`src/rtl/ncc_pkg.sv`:
```
`timescale 1ns / 1ps
`default_nettype none

package ncc_pkg;

   localparam int unsigned MAX_NEST_DEPTH = 255;
   localparam int unsigned NEST_W         = $clog2(MAX_NEST_DEPTH + 1);
   localparam logic [NEST_W-1:0] DEPTH_MAX = NEST_W'(MAX_NEST_DEPTH);
   localparam logic [NEST_W-1:0] DEPTH_ONE = NEST_W'(1);

   localparam logic [7:0] CHAR_SLASH = 8'h2f;
   localparam logic [7:0] CHAR_STAR  = 8'h2a;
   localparam logic [7:0] CHAR_BANG  = 8'h21;
   localparam logic [7:0] CHAR_NL    = 8'h0a;
   localparam logic [7:0] CHAR_TAB   = 8'h09;
   localparam logic [7:0] CHAR_CR    = 8'h0d;
   localparam logic [7:0] CHAR_SPACE = 8'h20;

   typedef enum logic [2:0] {
      CLS_CODE    = 3'd0,
      CLS_BLANK   = 3'd1,
      CLS_NEWLINE = 3'd2,
      CLS_LINE    = 3'd3,
      CLS_BLOCK   = 3'd4,
      CLS_DOC     = 3'd5,
      CLS_MODDOC  = 3'd6
   } byte_class_type;

   typedef enum logic [1:0] {
      PREV_NONE   = 2'd0,
      PREV_SLASH  = 2'd1,
      PREV_STAR   = 2'd2,
      PREV_OPENER = 2'd3
   } block_prev_type;

   typedef struct packed {
      logic [7:0] in_byte;
      logic       is_final;
   } req_word_type;

   typedef struct packed {
      logic [7:0]     out_byte;
      byte_class_type byte_class;
      logic           last_of_run;
      logic           unterminated;
      logic           depth_overflow;
   } rsp_word_type;

   // held slashes released ahead of the byte that decided them
   typedef struct packed {
      logic [1:0]     slash_count;
      byte_class_type slash_class;
      logic           slash_overflow;
      rsp_word_type   tail;
   } group_type;

endpackage

`default_nettype wire

```
`src/rtl/ncc_scan.sv`:
```
`timescale 1ns / 1ps
`default_nettype none

module ncc_scan (
   input  wire                  clock,
   input  wire                  reset,
   input  wire                  req_valid,
   input  ncc_pkg::req_word_type req_word,
   input  wire                  req_stall,
   output logic                 grp_push,
   output ncc_pkg::group_type   grp_word
);
   import ncc_pkg::*;

   logic [1:0]        held_count_ff, held_count_in;
   byte_class_type    scan_mode_ff, scan_mode_in;
   logic [NEST_W-1:0] nest_depth_ff, nest_depth_in;
   block_prev_type    block_prev_ff, block_prev_in;
   logic              overflow_seen_ff, overflow_seen_in;

   logic              accept;
   logic [7:0]        c;
   logic              fin;
   logic              hold;
   byte_class_type    slash_class;
   byte_class_type    tail_class;
   byte_class_type    mode_mid, mode_nx;
   logic [NEST_W-1:0] depth_mid, depth_nx, depth_dec;
   block_prev_type    prev_mid, prev_nx;
   logic              ovf_nx;

   assign accept = req_valid && !req_stall;
   assign c      = req_word.in_byte;
   assign fin    = req_word.is_final;
   assign hold   = !fin && (c == CHAR_SLASH) && (scan_mode_ff == CLS_CODE)
                   && (held_count_ff != 2'd3);

   // decide the held slashes
   always_comb begin
      mode_mid    = scan_mode_ff;
      depth_mid   = nest_depth_ff;
      prev_mid    = block_prev_ff;
      slash_class = CLS_CODE;
      case (held_count_ff)
         2'd1: begin
            if (c == CHAR_STAR) begin
               mode_mid    = CLS_BLOCK;
               depth_mid   = DEPTH_ONE;
               prev_mid    = PREV_OPENER;
               slash_class = CLS_BLOCK;
            end else if (c == CHAR_SLASH) begin
               mode_mid    = CLS_LINE;
               slash_class = CLS_LINE;
            end else begin
               slash_class = CLS_CODE;
            end
         end
         2'd2: begin
            if (c == CHAR_BANG) begin
               mode_mid    = CLS_MODDOC;
               slash_class = CLS_MODDOC;
            end else if (c == CHAR_SLASH) begin
               mode_mid    = CLS_DOC;
               slash_class = CLS_DOC;
            end else begin
               mode_mid    = CLS_LINE;
               slash_class = CLS_LINE;
            end
         end
         2'd3: begin
            if (c == CHAR_SLASH) begin
               mode_mid    = CLS_LINE;
               slash_class = CLS_LINE;
            end else begin
               mode_mid    = CLS_DOC;
               slash_class = CLS_DOC;
            end
         end
         default: begin
            slash_class = CLS_CODE;
         end
      endcase
   end

   // classify the new byte
   always_comb begin
      mode_nx    = mode_mid;
      depth_nx   = depth_mid;
      prev_nx    = prev_mid;
      ovf_nx     = overflow_seen_ff;
      tail_class = CLS_CODE;
      depth_dec  = (depth_mid != '0) ? depth_mid - DEPTH_ONE : depth_mid;
      case (mode_mid)
         CLS_BLOCK: begin
            tail_class = CLS_BLOCK;
            if (prev_mid == PREV_OPENER) begin
               prev_nx = PREV_NONE;
            end else if (prev_mid == PREV_SLASH && c == CHAR_STAR) begin
               if (depth_mid >= DEPTH_MAX) begin
                  depth_nx = DEPTH_MAX;
                  ovf_nx   = 1'b1;
               end else begin
                  depth_nx = depth_mid + DEPTH_ONE;
               end
               prev_nx = PREV_NONE;
            end else if (prev_mid == PREV_STAR && c == CHAR_SLASH) begin
               depth_nx = depth_dec;
               prev_nx  = PREV_NONE;
               if (depth_dec == '0) begin
                  mode_nx = CLS_CODE;
               end
            end else if (c == CHAR_SLASH) begin
               prev_nx = PREV_SLASH;
            end else if (c == CHAR_STAR) begin
               prev_nx = PREV_STAR;
            end else begin
               prev_nx = PREV_NONE;
            end
         end
         CLS_LINE, CLS_DOC, CLS_MODDOC: begin
            if (c == CHAR_NL) begin
               tail_class = CLS_NEWLINE;
               mode_nx    = CLS_CODE;
            end else begin
               tail_class = mode_mid;
            end
         end
         default: begin
            if (c inside {CHAR_SPACE, CHAR_TAB, CHAR_CR}) begin
               tail_class = CLS_BLANK;
            end else if (c == CHAR_NL) begin
               tail_class = CLS_NEWLINE;
            end else begin
               tail_class = CLS_CODE;
               mode_nx    = CLS_CODE;
            end
         end
      endcase
   end

   always_comb begin
      grp_push                     = accept && !hold;
      grp_word.slash_count         = held_count_ff;
      grp_word.slash_class         = slash_class;
      grp_word.slash_overflow      = overflow_seen_ff;
      grp_word.tail.out_byte       = c;
      grp_word.tail.byte_class     = tail_class;
      grp_word.tail.last_of_run    = fin;
      grp_word.tail.unterminated   = fin && (mode_nx == CLS_BLOCK);
      grp_word.tail.depth_overflow = ovf_nx;
   end

   always_comb begin
      held_count_in    = held_count_ff;
      scan_mode_in     = scan_mode_ff;
      nest_depth_in    = nest_depth_ff;
      block_prev_in    = block_prev_ff;
      overflow_seen_in = overflow_seen_ff;
      if (accept) begin
         if (fin) begin
            held_count_in    = 2'd0;
            scan_mode_in     = CLS_CODE;
            nest_depth_in    = '0;
            block_prev_in    = PREV_NONE;
            overflow_seen_in = 1'b0;
         end else if (hold) begin
            held_count_in = held_count_ff + 2'd1;
         end else begin
            held_count_in    = 2'd0;
            scan_mode_in     = mode_nx;
            nest_depth_in    = depth_nx;
            block_prev_in    = prev_nx;
            overflow_seen_in = ovf_nx;
         end
      end
   end

   always_ff @(posedge clock) begin
      if (reset) begin
         held_count_ff    <= 2'd0;
         scan_mode_ff     <= CLS_CODE;
         nest_depth_ff    <= '0;
         block_prev_ff    <= PREV_NONE;
         overflow_seen_ff <= 1'b0;
      end else begin
         held_count_ff    <= held_count_in;
         scan_mode_ff     <= scan_mode_in;
         nest_depth_ff    <= nest_depth_in;
         block_prev_ff    <= block_prev_in;
         overflow_seen_ff <= overflow_seen_in;
      end
   end

   // slashes are only held back in code
   assert property (@(posedge clock) disable iff (reset)
      held_count_ff != 2'd0 |-> scan_mode_ff == CLS_CODE)
      else $error("slashes held outside code");

   assert property (@(posedge clock) disable iff (reset)
      scan_mode_ff == CLS_BLOCK |-> nest_depth_ff != '0)
      else $error("block comment with zero depth");

   assert property (@(posedge clock) disable iff (reset)
      scan_mode_ff != CLS_BLOCK |-> nest_depth_ff == '0)
      else $error("nonzero depth outside block comment");

endmodule

`default_nettype wire

```
`src/rtl/ncc_out_queue.sv`:
```
`timescale 1ns / 1ps
`default_nettype none

module ncc_out_queue (
   input  wire                  clock,
   input  wire                  reset,
   input  wire                  grp_push,
   input  ncc_pkg::group_type   grp_word,
   output logic                 full_stall,
   output logic                 rsp_valid,
   output ncc_pkg::rsp_word_type rsp_word,
   input  wire                  rsp_stall
);
   import ncc_pkg::*;

   group_type  slot_ff [2];
   logic       rd_ptr_ff, rd_ptr_in;
   logic       wr_ptr_ff, wr_ptr_in;
   logic [1:0] count_ff, count_in;
   logic [1:0] pos_ff, pos_in;

   group_type  head;
   logic       at_tail;
   logic       take;
   logic       pop;

   assign head       = slot_ff[rd_ptr_ff];
   assign at_tail    = (pos_ff == head.slash_count);
   assign rsp_valid  = (count_ff != 2'd0);
   assign take       = rsp_valid && !rsp_stall;
   assign pop        = take && at_tail;
   assign full_stall = (count_ff == 2'd2) && !pop;

   always_comb begin
      if (at_tail) begin
         rsp_word = head.tail;
      end else begin
         rsp_word = '{out_byte:       CHAR_SLASH,
                      byte_class:     head.slash_class,
                      last_of_run:    1'b0,
                      unterminated:   1'b0,
                      depth_overflow: head.slash_overflow};
      end
   end

   always_comb begin
      rd_ptr_in = pop ? !rd_ptr_ff : rd_ptr_ff;
      wr_ptr_in = grp_push ? !wr_ptr_ff : wr_ptr_ff;
      count_in  = count_ff + {1'b0, grp_push} - {1'b0, pop};
      pos_in    = pos_ff;
      if (take) begin
         pos_in = at_tail ? 2'd0 : pos_ff + 2'd1;
      end
   end

   always_ff @(posedge clock) begin
      if (reset) begin
         rd_ptr_ff <= 1'b0;
         wr_ptr_ff <= 1'b0;
         count_ff  <= 2'd0;
         pos_ff    <= 2'd0;
      end else begin
         rd_ptr_ff <= rd_ptr_in;
         wr_ptr_ff <= wr_ptr_in;
         count_ff  <= count_in;
         pos_ff    <= pos_in;
      end
   end

   always_ff @(posedge clock) begin
      if (grp_push) begin
         slot_ff[wr_ptr_ff] <= grp_word;
      end
   end

   assert property (@(posedge clock) disable iff (reset)
      count_ff != 2'd3)
      else $error("group queue overfilled");

   assert property (@(posedge clock) disable iff (reset)
      rsp_valid |-> pos_ff <= head.slash_count)
      else $error("word position past end of group");

endmodule

`default_nettype wire

```
`src/rtl/nested_comment_classifier.sv`:
```
`timescale 1ns / 1ps
`default_nettype none

// Tags each source byte with its class (code, blank, newline, line comment, block comment,
// doc comment, module doc comment) and returns it in input order, one word per byte.
// One byte is accepted per unstalled cycle and its word can leave the cycle after
// acceptance. A code '/' is held until up to three more bytes settle what it opens; the
// up to three held slashes leave ahead of the deciding byte, a burst of up to four words.
// Words sit in a two-group output queue, so input keeps flowing while a result waits, and
// req_stall rises only while both groups are occupied and the head group is not leaving.
// Block comments nest up to MAX_NEST_DEPTH; depth_overflow stays set once that is passed,
// until the end of the text. A word marked is_final ends the text, flushes held slashes,
// flags an open block comment on the last word and returns the scanner to its reset state.

module nested_comment_classifier (
   input  wire                   clock,
   input  wire                   reset,
   input  wire                   req_valid,
   input  ncc_pkg::req_word_type req_word,
   output logic                  req_stall,
   output logic                  rsp_valid,
   output ncc_pkg::rsp_word_type rsp_word,
   input  wire                   rsp_stall
);
   import ncc_pkg::*;

   logic      grp_push;
   group_type grp_word;
   logic      full_stall;

   assign req_stall = full_stall;

   ncc_scan u_scan (
      .clock     (clock),
      .reset     (reset),
      .req_valid (req_valid),
      .req_word  (req_word),
      .req_stall (full_stall),
      .grp_push  (grp_push),
      .grp_word  (grp_word)
   );

   ncc_out_queue u_out_queue (
      .clock      (clock),
      .reset      (reset),
      .grp_push   (grp_push),
      .grp_word   (grp_word),
      .full_stall (full_stall),
      .rsp_valid  (rsp_valid),
      .rsp_word   (rsp_word),
      .rsp_stall  (rsp_stall)
   );

endmodule

`default_nettype wire
```
`config.mk`:
```
export PLATFORM = sky130hd
export DESIGN_NAME = nested_comment_classifier
export DESIGN_NICKNAME = d
export VERILOG_FILES = /design/src/rtl/ncc_pkg.sv /design/src/rtl/ncc_scan.sv /design/src/rtl/ncc_out_queue.sv /design/src/rtl/nested_comment_classifier.sv
export SDC_FILE = /design/constraint.sdc
export NUM_CORES = 1
export LEC_CHECK = 0
export BUFFER_PORTS_ARGS = -buffer_cell sky130_fd_sc_hd__clkbuf_2
export CORE_ASPECT_RATIO = 0.9
export CORE_MARGIN = 8
export CORE_UTILIZATION = 41
export CTS_CLUSTER_DIAMETER = 40
export DETAILED_ROUTE_END_ITERATION = 16
export SETUP_SLACK_MARGIN = 0.3
export SKIP_LAST_GASP = 1
export SYNTH_ARGS = -nofsm -noshare
export SYNTH_HDL_FRONTEND = slang
export SYNTH_SLANG_ARGS = --single-unit
export TNS_END_PERCENT = 1
```
`constraint.sdc`:
```
create_clock -name clock -period 9.46 [get_ports clock]
set_input_delay 1.892 -clock clock [delete_from_list [all_inputs] [get_ports clock]]
set_output_delay 1.892 -clock clock [all_outputs]
set_load 0.1 [all_outputs]
```
==> impl_metrics.csv, run 1 <==
group,metric,value,unit
sta,final.min_clock_period,5.04,ns
power,power.static_leakage,1.57,nW
yosys,synth.largest_area_cell,"sky130_fd_sc_hd__edfxtp_1",
hold_path,min_delay_worst_type,"reg -> reg",
yosys,synthesis.instances,395,
clocking,worst_setup_hold_path_clk_slew,0.07,ns
critical_path,critical_path_arrival,5.11,ns
critical_path,regToRegStartpoint,"u_scan.held_count_ff[1]",
cells_and_area,final_net_count,439,
routing,avgRoutedWirePerCell,17.7,µm
floorplan,dieArea,12900,µm²
clocking,cts_hold_repair.buffers,0,
place,place.detailed.instances,528,
yosys,synth_async_sr_flop_share,0,%
floorplan,fp.dieW,119,µm
hold_path,min_from,"u_scan.overflow_seen_ff",
critical_path,worst_path_largest_cell_delay,0.64,ns
routing,drt-vias-per-instance,5.79,
sta,clock_skew,0.0121,ns
routing,detailedRoute.firstPassIterationCount,5,
sta,fmaxAchievable,199,MHz
floorplan,num_io_pins,29,
cells_and_area,drive_above_1_share,19.2,%
critical_path,cp_common_cell,"sky130_fd_sc_hd__nor2_1",
yosys,syn-num-nets,417,
routing,vias,3152,
cells_and_area,fin_util,46.6,%
place,post-place-ws,4.15,ns
global_routing,first_global_vias,3003,
floorplan,die_h,109,µm
place,port_buffers,28,
place,gpl.final_weighted_congestion,0.903,
critical_path,worstSetupStartpointType,"input pin",
floorplan,core_area,9210,µm²
clocking,cts.sink_count,63,
routing,drc,0,
yosys,yosys_warnings,0,
power,p_per_area,239,nW/µm²
outcome,status,"finished clean",
yosys,flip_flop_and_latch_count_after_synthesis,63,
sta,finalSetupViolations,0,
cells_and_area,most_common_library_cell_in_the_layout_ignoring_fill_and_taps,"sky130_fd_sc_hd__edfxtp_1",
yosys,netlist_area,3910,µm²
run,maxCapViolations,0,
yosys,yosys.area.top_type_share,30.7,%
sta,hold_viol_final,0,
critical_path,worstSetupPathType,"in -> reg",
sta,setup_slack,4.42,ns
critical_path,slowest_stage,"sky130_fd_sc_hd__and3_1",
critical_path,worstPathCellList,"clkbuf_2 -> nor4b_4 -> and3_1 -> nor2_1 -> ha_1 -> nand3_1 -> nand2_1 -> or2_2 -> a211o_1 -> a211oi_1 -> nor2_1",
clocking,worstSkewPairLatency,0.34,ns
clocking,clock_tree.htree_level_count,3,
yosys,synth_sequential_area_ratio,42.5,%
clocking,root_buffer_selected_by_cts,"sky130_fd_sc_hd__clkbuf_8",
global_routing,wire_length_of_the_first_global_routing_pass,15800,µm
cells_and_area,antenna-diode-count,0,
sta,final_max_slew_viol_count,0,
sta,rsz_0062_raised_after_global_routing,"false",
routing,drtIter0Drc,221,
floorplan,start_util,42.4,%
floorplan,row_count,33,
sta,timing.setup.tns,0,ns
critical_path,path_buf_inv,1,
critical_path,worst-r2r-setup-slack,5.86,ns
routing,postRouteWirelength,9610,µm
critical_path,critPathTopFamily,"simple AND/OR/NAND/NOR gates",
yosys,synth_cell_type_count,81,
place,dpl.hpwl,6760,µm
yosys,yosys-top-cells-area,"sky130_fd_sc_hd__edfxtp_1 31%, sky130_fd_sc_hd__dfxtp_1 12%, sky130_fd_sc_hd__mux2i_1 4.1%",
clocking,cts_buffers,9,
global_routing,global_route_usage_over_all_layers,15.2,%
critical_path,setup.worst_path.start,"req_word[5]",
global_routing,pin_count_of_the_biggest_net_entering_global_routing,21,
global_routing,global_route.overflow_total,0,
clocking,cts_repair_resize_count,0,
sta,max-slew-margin-rel,25.5,%
power,vdd_drop_max,0.120,mV
critical_path,cp.required,9.54,ns
routing,drt.antenna.violating_nets,0,
cells_and_area,number_of_non_filler_instances_in_the_completed_layout,544,
yosys,post_synth.cell_area_avg,9.89,µm²
yosys,synth_enable_flop_cells,40,
critical_path,critical_path_peak_fanout,17,
critical_path,worstSetupEndpointType,"flip-flop",
clocking,clock_path_buffers,2,
clocking,cts.repair_timing.setup_buffer_count,0,
sta,timing.hold.ws,0.495,ns
clocking,cts_tree,"yes",
global_routing,antenna_found_initial,0,
cells_and_area,mostFrequentLayoutCells,"40 x sky130_fd_sc_hd__edfxtp_1, 37 x sky130_fd_sc_hd__nand2_1, 33 x sky130_fd_sc_hd__nor2_1",
yosys,ys.flop_type,"sky130_fd_sc_hd__edfxtp_1",
cells_and_area,areaGrowthSynthToFinish,9.70,%
sta,timing.final.crit_share,53.2,%
sta,worst_pin_slew,1.11,ns
==> cell type report <==
class / instances / area, µm²
fillers: 878 / 4920
well taps: 122 / 153
flip-flops and latches: 63 / 1660
multi-input cells: 295 / 2060
clock inverters: 7 / 48.8
clock buffers: 9 / 124
repair buffers: 33 / 178
inverters: 15 / 58.8
==> cell families (layout without fill, tap and decap cells) <==
kind of cell               count (synthesis)  count (layout)  synth area share [%]
and+or+nand+nor                          160             160                  23.1
muxes                                     21              21                  6.69
DFF                                       63              63                  42.5
xor gates and xnor gates                  13              13                  2.91
buffers and inverters                     37              64                  4.67
AOI/OAI and AO/OA                         92              92                  17.3
adders and majority gates                  9               9                  2.88
==> metal layers <==
layer,track usage (%),wire [µm],up-vias
met5,0,0,-
met4,6.04,178,0
met3,2.74,493,20
met2,23.6,4280,105
met1,20.7,4650,1502
li1,-,-,1525
==> worst paths after layout <==
kind,end,cells past startpoint
max,u_out_queue.slot_ff[1][1],11
min,u_out_queue.slot_ff[1][14],0
max reg2reg,u_out_queue.slot_ff[1][1],11
min reg2reg,u_out_queue.slot_ff[1][14],0
==> flip-flops by register name, indices dropped and copies added, names as in the netlist, named ones only <==
name / count
u_out_queue.rd_ptr_ff: 1
u_scan.block_prev_ff: 2
u_out_queue.pos_ff: 2
u_out_queue.count_ff: 2
u_scan.held_count_ff: 2
u_scan.nest_depth_ff: 8
u_out_queue.slot_ff: 40
u_scan.overflow_seen_ff: 1
u_out_queue.wr_ptr_ff: 1
u_scan.scan_mode_ff: 3
==> synth_stat cells (7+ instances only) <==
library cell               count
sky130_fd_sc_hd__xnor2_1      10
sky130_fd_sc_hd__dfxtp_1      23
sky130_fd_sc_hd__edfxtp_1     40
sky130_fd_sc_hd__clkbuf_1     13
sky130_fd_sc_hd__nor2_1       33
sky130_fd_sc_hd__nor2b_1       7
sky130_fd_sc_hd__o21ai_0      19
sky130_fd_sc_hd__a21oi_1      19
sky130_fd_sc_hd__ha_1          9
sky130_fd_sc_hd__nor3_1       11
sky130_fd_sc_hd__inv_1        14
sky130_fd_sc_hd__mux2i_1      16
sky130_fd_sc_hd__nand2_1      37
sky130_fd_sc_hd__nand3_1      16
==> power by group <==
part	internal (mW)	total, mW	switching (mW)
clock network	0.0953	0.211	0.115
registers	0.338	0.352	0.0143
logic	0.0899	0.462	0.372
total	0.523	1.02	0.501
==> stage by stage <==
stage	cell area (µm²)	total power, mW
3_5_place_dp	4110	0.826
3_3_place_gp	4110	0.820
5_1_grt	4290	1.07
6_report	4290	1.02
2_1_floorplan	3910	0.746
4_1_cts	4290	1.04
Power figures use the tool's default switching activity.
==> run 2: changes to the inputs <==
==> constraint.sdc (replaced) <==
create_clock -name clock -period 5.1 [get_ports clock]
set_input_delay 1.02 -clock clock [delete_from_list [all_inputs] [get_ports clock]]
set_output_delay 1.02 -clock clock [all_outputs]
set_load 0.1 [all_outputs]
==> run 2 against run 1 <==
Core utilization is 0.095 points higher. Sequential power is 86% higher. Design area is 0.20% higher. Clock skew is 0.0018 ns higher. Largest cell class unchanged. Largest power group unchanged.
==> impl_metrics.csv, run 2 (synthesized netlist as in run 1, its figures left out) <==
group,metric,value,unit
outcome,status,"finished clean",
clocking,clock_path_buffers,2,
routing,drt.antenna.violating_nets,0,
global_routing,pin_count_of_the_biggest_net_entering_global_routing,21,
routing,vias,3192,
critical_path,critical_path_peak_fanout,10,
critical_path,worstSetupPathType,"in -> reg",
global_routing,antenna_found_initial,0,
place,gpl.final_weighted_congestion,0.895,
sta,timing.final.crit_share,73.8,%
clocking,cts_repair_resize_count,0,
floorplan,start_util,42.4,%
critical_path,worstPathCellList,"clkbuf_2 -> nor4b_4 -> and3_1 -> nor2_1 -> ha_1 -> nand3_1 -> nand2_1 -> or2_2 -> a211o_1 -> a211oi_1 -> nor2_1",
routing,avgRoutedWirePerCell,17.5,µm
critical_path,worst-r2r-setup-slack,1.82,ns
critical_path,cp.required,5.17,ns
clocking,worst_setup_hold_path_clk_slew,0.07,ns
routing,detailedRoute.firstPassIterationCount,5,
clocking,cts_tree,"yes",
place,dpl.hpwl,6910,µm
routing,drc,0,
floorplan,core_area,9210,µm²
critical_path,worstSetupEndpointType,"flip-flop",
sta,fmaxAchievable,266,MHz
clocking,cts_buffers,9,
routing,drt-vias-per-instance,5.85,
sta,final_max_slew_viol_count,0,
sta,finalSetupViolations,0,
cells_and_area,most_common_library_cell_in_the_layout_ignoring_fill_and_taps,"sky130_fd_sc_hd__edfxtp_1",
cells_and_area,antenna-diode-count,0,
power,power.static_leakage,1.58,nW
cells_and_area,layout.filler_cells,889,
critical_path,regToRegStartpoint,"u_scan.held_count_ff[1]",
cells_and_area,mostFrequentLayoutCells,"40 x sky130_fd_sc_hd__edfxtp_1, 37 x sky130_fd_sc_hd__nand2_1, 33 x sky130_fd_sc_hd__nor2_1",
sta,worst_pin_slew,1.03,ns
floorplan,fp.dieW,119,µm
cells_and_area,regMostFlops,"u_out_queue.slot_ff",
global_routing,first_global_vias,2987,
sta,setup_slack,1.34,ns
sta,clock_skew,0.0139,ns
critical_path,reg2reg_to,"u_out_queue.slot_ff[0][1]",
cells_and_area,reg_top3,"u_out_queue.slot_ff: 40 flops, u_scan.nest_depth_ff: 8 flops, u_scan.scan_mode_ff: 3 flops",
clocking,cts.sink_count,63,
sta,max-slew-margin-rel,30.7,%
sta,hold_viol_final,0,
hold_path,min_delay_worst_type,"reg -> reg",
cells_and_area,drive_above_1_share,19.1,%
power,p_per_area,440,nW/µm²
critical_path,worst_path_largest_cell_delay,0.56,ns
clocking,worstSkewPairLatency,0.35,ns
clocking,clock_tree.htree_level_count,3,
global_routing,wire_length_of_the_first_global_routing_pass,15900,µm
cells_and_area,areaGrowthSynthToFinish,9.93,%
routing,postRouteWirelength,9580,µm
floorplan,num_io_pins,29,
floorplan,die_h,109,µm
global_routing,global_route_usage_over_all_layers,15.5,%
run,maxCapViolations,0,
hold_path,hold-path-endpoint,"u_out_queue.slot_ff[0][14]",
critical_path,slowest_stage,"sky130_fd_sc_hd__nor4b_4",
clocking,root_buffer_selected_by_cts,"sky130_fd_sc_hd__clkbuf_8",
sta,timing.setup.tns,0,ns
place,port_buffers,28,
floorplan,row_count,33,
critical_path,cp_common_cell,"sky130_fd_sc_hd__nor2_1",
clocking,cts.repair_timing.setup_buffer_count,0,
global_routing,global_route.overflow_total,0,
place,post-place-ws,1.03,ns
critical_path,critical_path_arrival,3.83,ns
sta,timing.hold.ws,0.488,ns
critical_path,worstSetupStartpointType,"input pin",
floorplan,dieArea,12900,µm²
hold_path,worstHoldPathCells,0,
sta,rsz_0062_raised_after_global_routing,"false",
cells_and_area,fin_util,46.7,%
sta,final.min_clock_period,3.76,ns
cells_and_area,largest_reg_flops,40,
critical_path,ff2ff_path_depth,11,
hold_path,min_from,"u_scan.overflow_seen_ff",
routing,drtIter0Drc,215,
clocking,cts_hold_repair.buffers,0,
cells_and_area,final_net_count,441,
power,vdd_drop_max,0.266,mV
[run 2: cell types whose count changed in the layout (fill, tap and decap cells not counted)]
cell                         change
sky130_fd_sc_hd__buf_4           +2
sky130_fd_sc_hd__clkbuf_8        +1
sky130_fd_sc_hd__inv_6           -1
sky130_fd_sc_hd__clkbuf_1        +2
sky130_fd_sc_hd__clkinv_4        -2
sky130_fd_sc_hd__inv_4           +1
sky130_fd_sc_hd__clkinvlp_4      -1
[run 2: area by class of cell]
| cell class | count | area, µm² | area share [%] |
|---|---|---|---|
| sequential | 63 | 1660 | 38.7 |
| inverter | 15 | 58.8 | 1.37 |
| multi-input combinational | 295 | 2060 | 48.0 |
| timing repair buffer | 35 | 193 | 4.49 |
| clock buffer | 12 | 145 | 3.38 |
| clock inverter | 4 | 21.3 | 0.495 |
| tap | 122 | 153 | 3.55 |
[run 2: worst max path at each step]
stage / cells past startpoint / slack [ns] / to / startpoint
floorplan: 13 / 1.16 / u_scan.nest_depth_ff[4] / req_word[5]
global placement: 11 / 1.08 / u_out_queue.slot_ff[0][1] / req_word[5]
detailed placement: 11 / 1.03 / u_out_queue.slot_ff[0][1] / req_word[5]
CTS: 11 / 1.39 / u_out_queue.slot_ff[0][1] / req_word[5]
global route: 11 / 1.20 / u_out_queue.slot_ff[1][1] / req_word[5]
finish: 11 / 1.34 / u_out_queue.slot_ff[0][1] / req_word[5]
[run 2: critical path, delay by kind of cell]
| kind | cells | cell delay, ns |
|---|---|---|
| buffers and inverters | 1 | 0.14 |
| and+or+nand+nor | 7 | 1.67 |
| AOI/OAI and AO/OA | 2 | 0.71 |
| adders and majority gates | 1 | 0.28 |
[run 2: through the flow]
step                      cells  area (µm²)  power, mW
after CTS                   546        4300       1.91
after detailed placement    530        4130       1.53
final                       546        4300       1.89
after global placement      530        4130       1.52
after floorplan             395        3910       1.38
after global routing        546        4300       1.98
[run 2: report_power, final]
group | total, mW | internal (mW) | switching, mW
sequential | 0.655 | 0.627 | 0.0280
clock | 0.381 | 0.188 | 0.193
combinational | 0.856 | 0.166 | 0.690
total | 1.89 | 0.980 | 0.911
[run 2: layer usage]
layer	wire length [µm]	track usage, %
met4	146	6.04
met3	473	3.51
met5	0	0
met1	4650	20.8
met2	4310	23.9
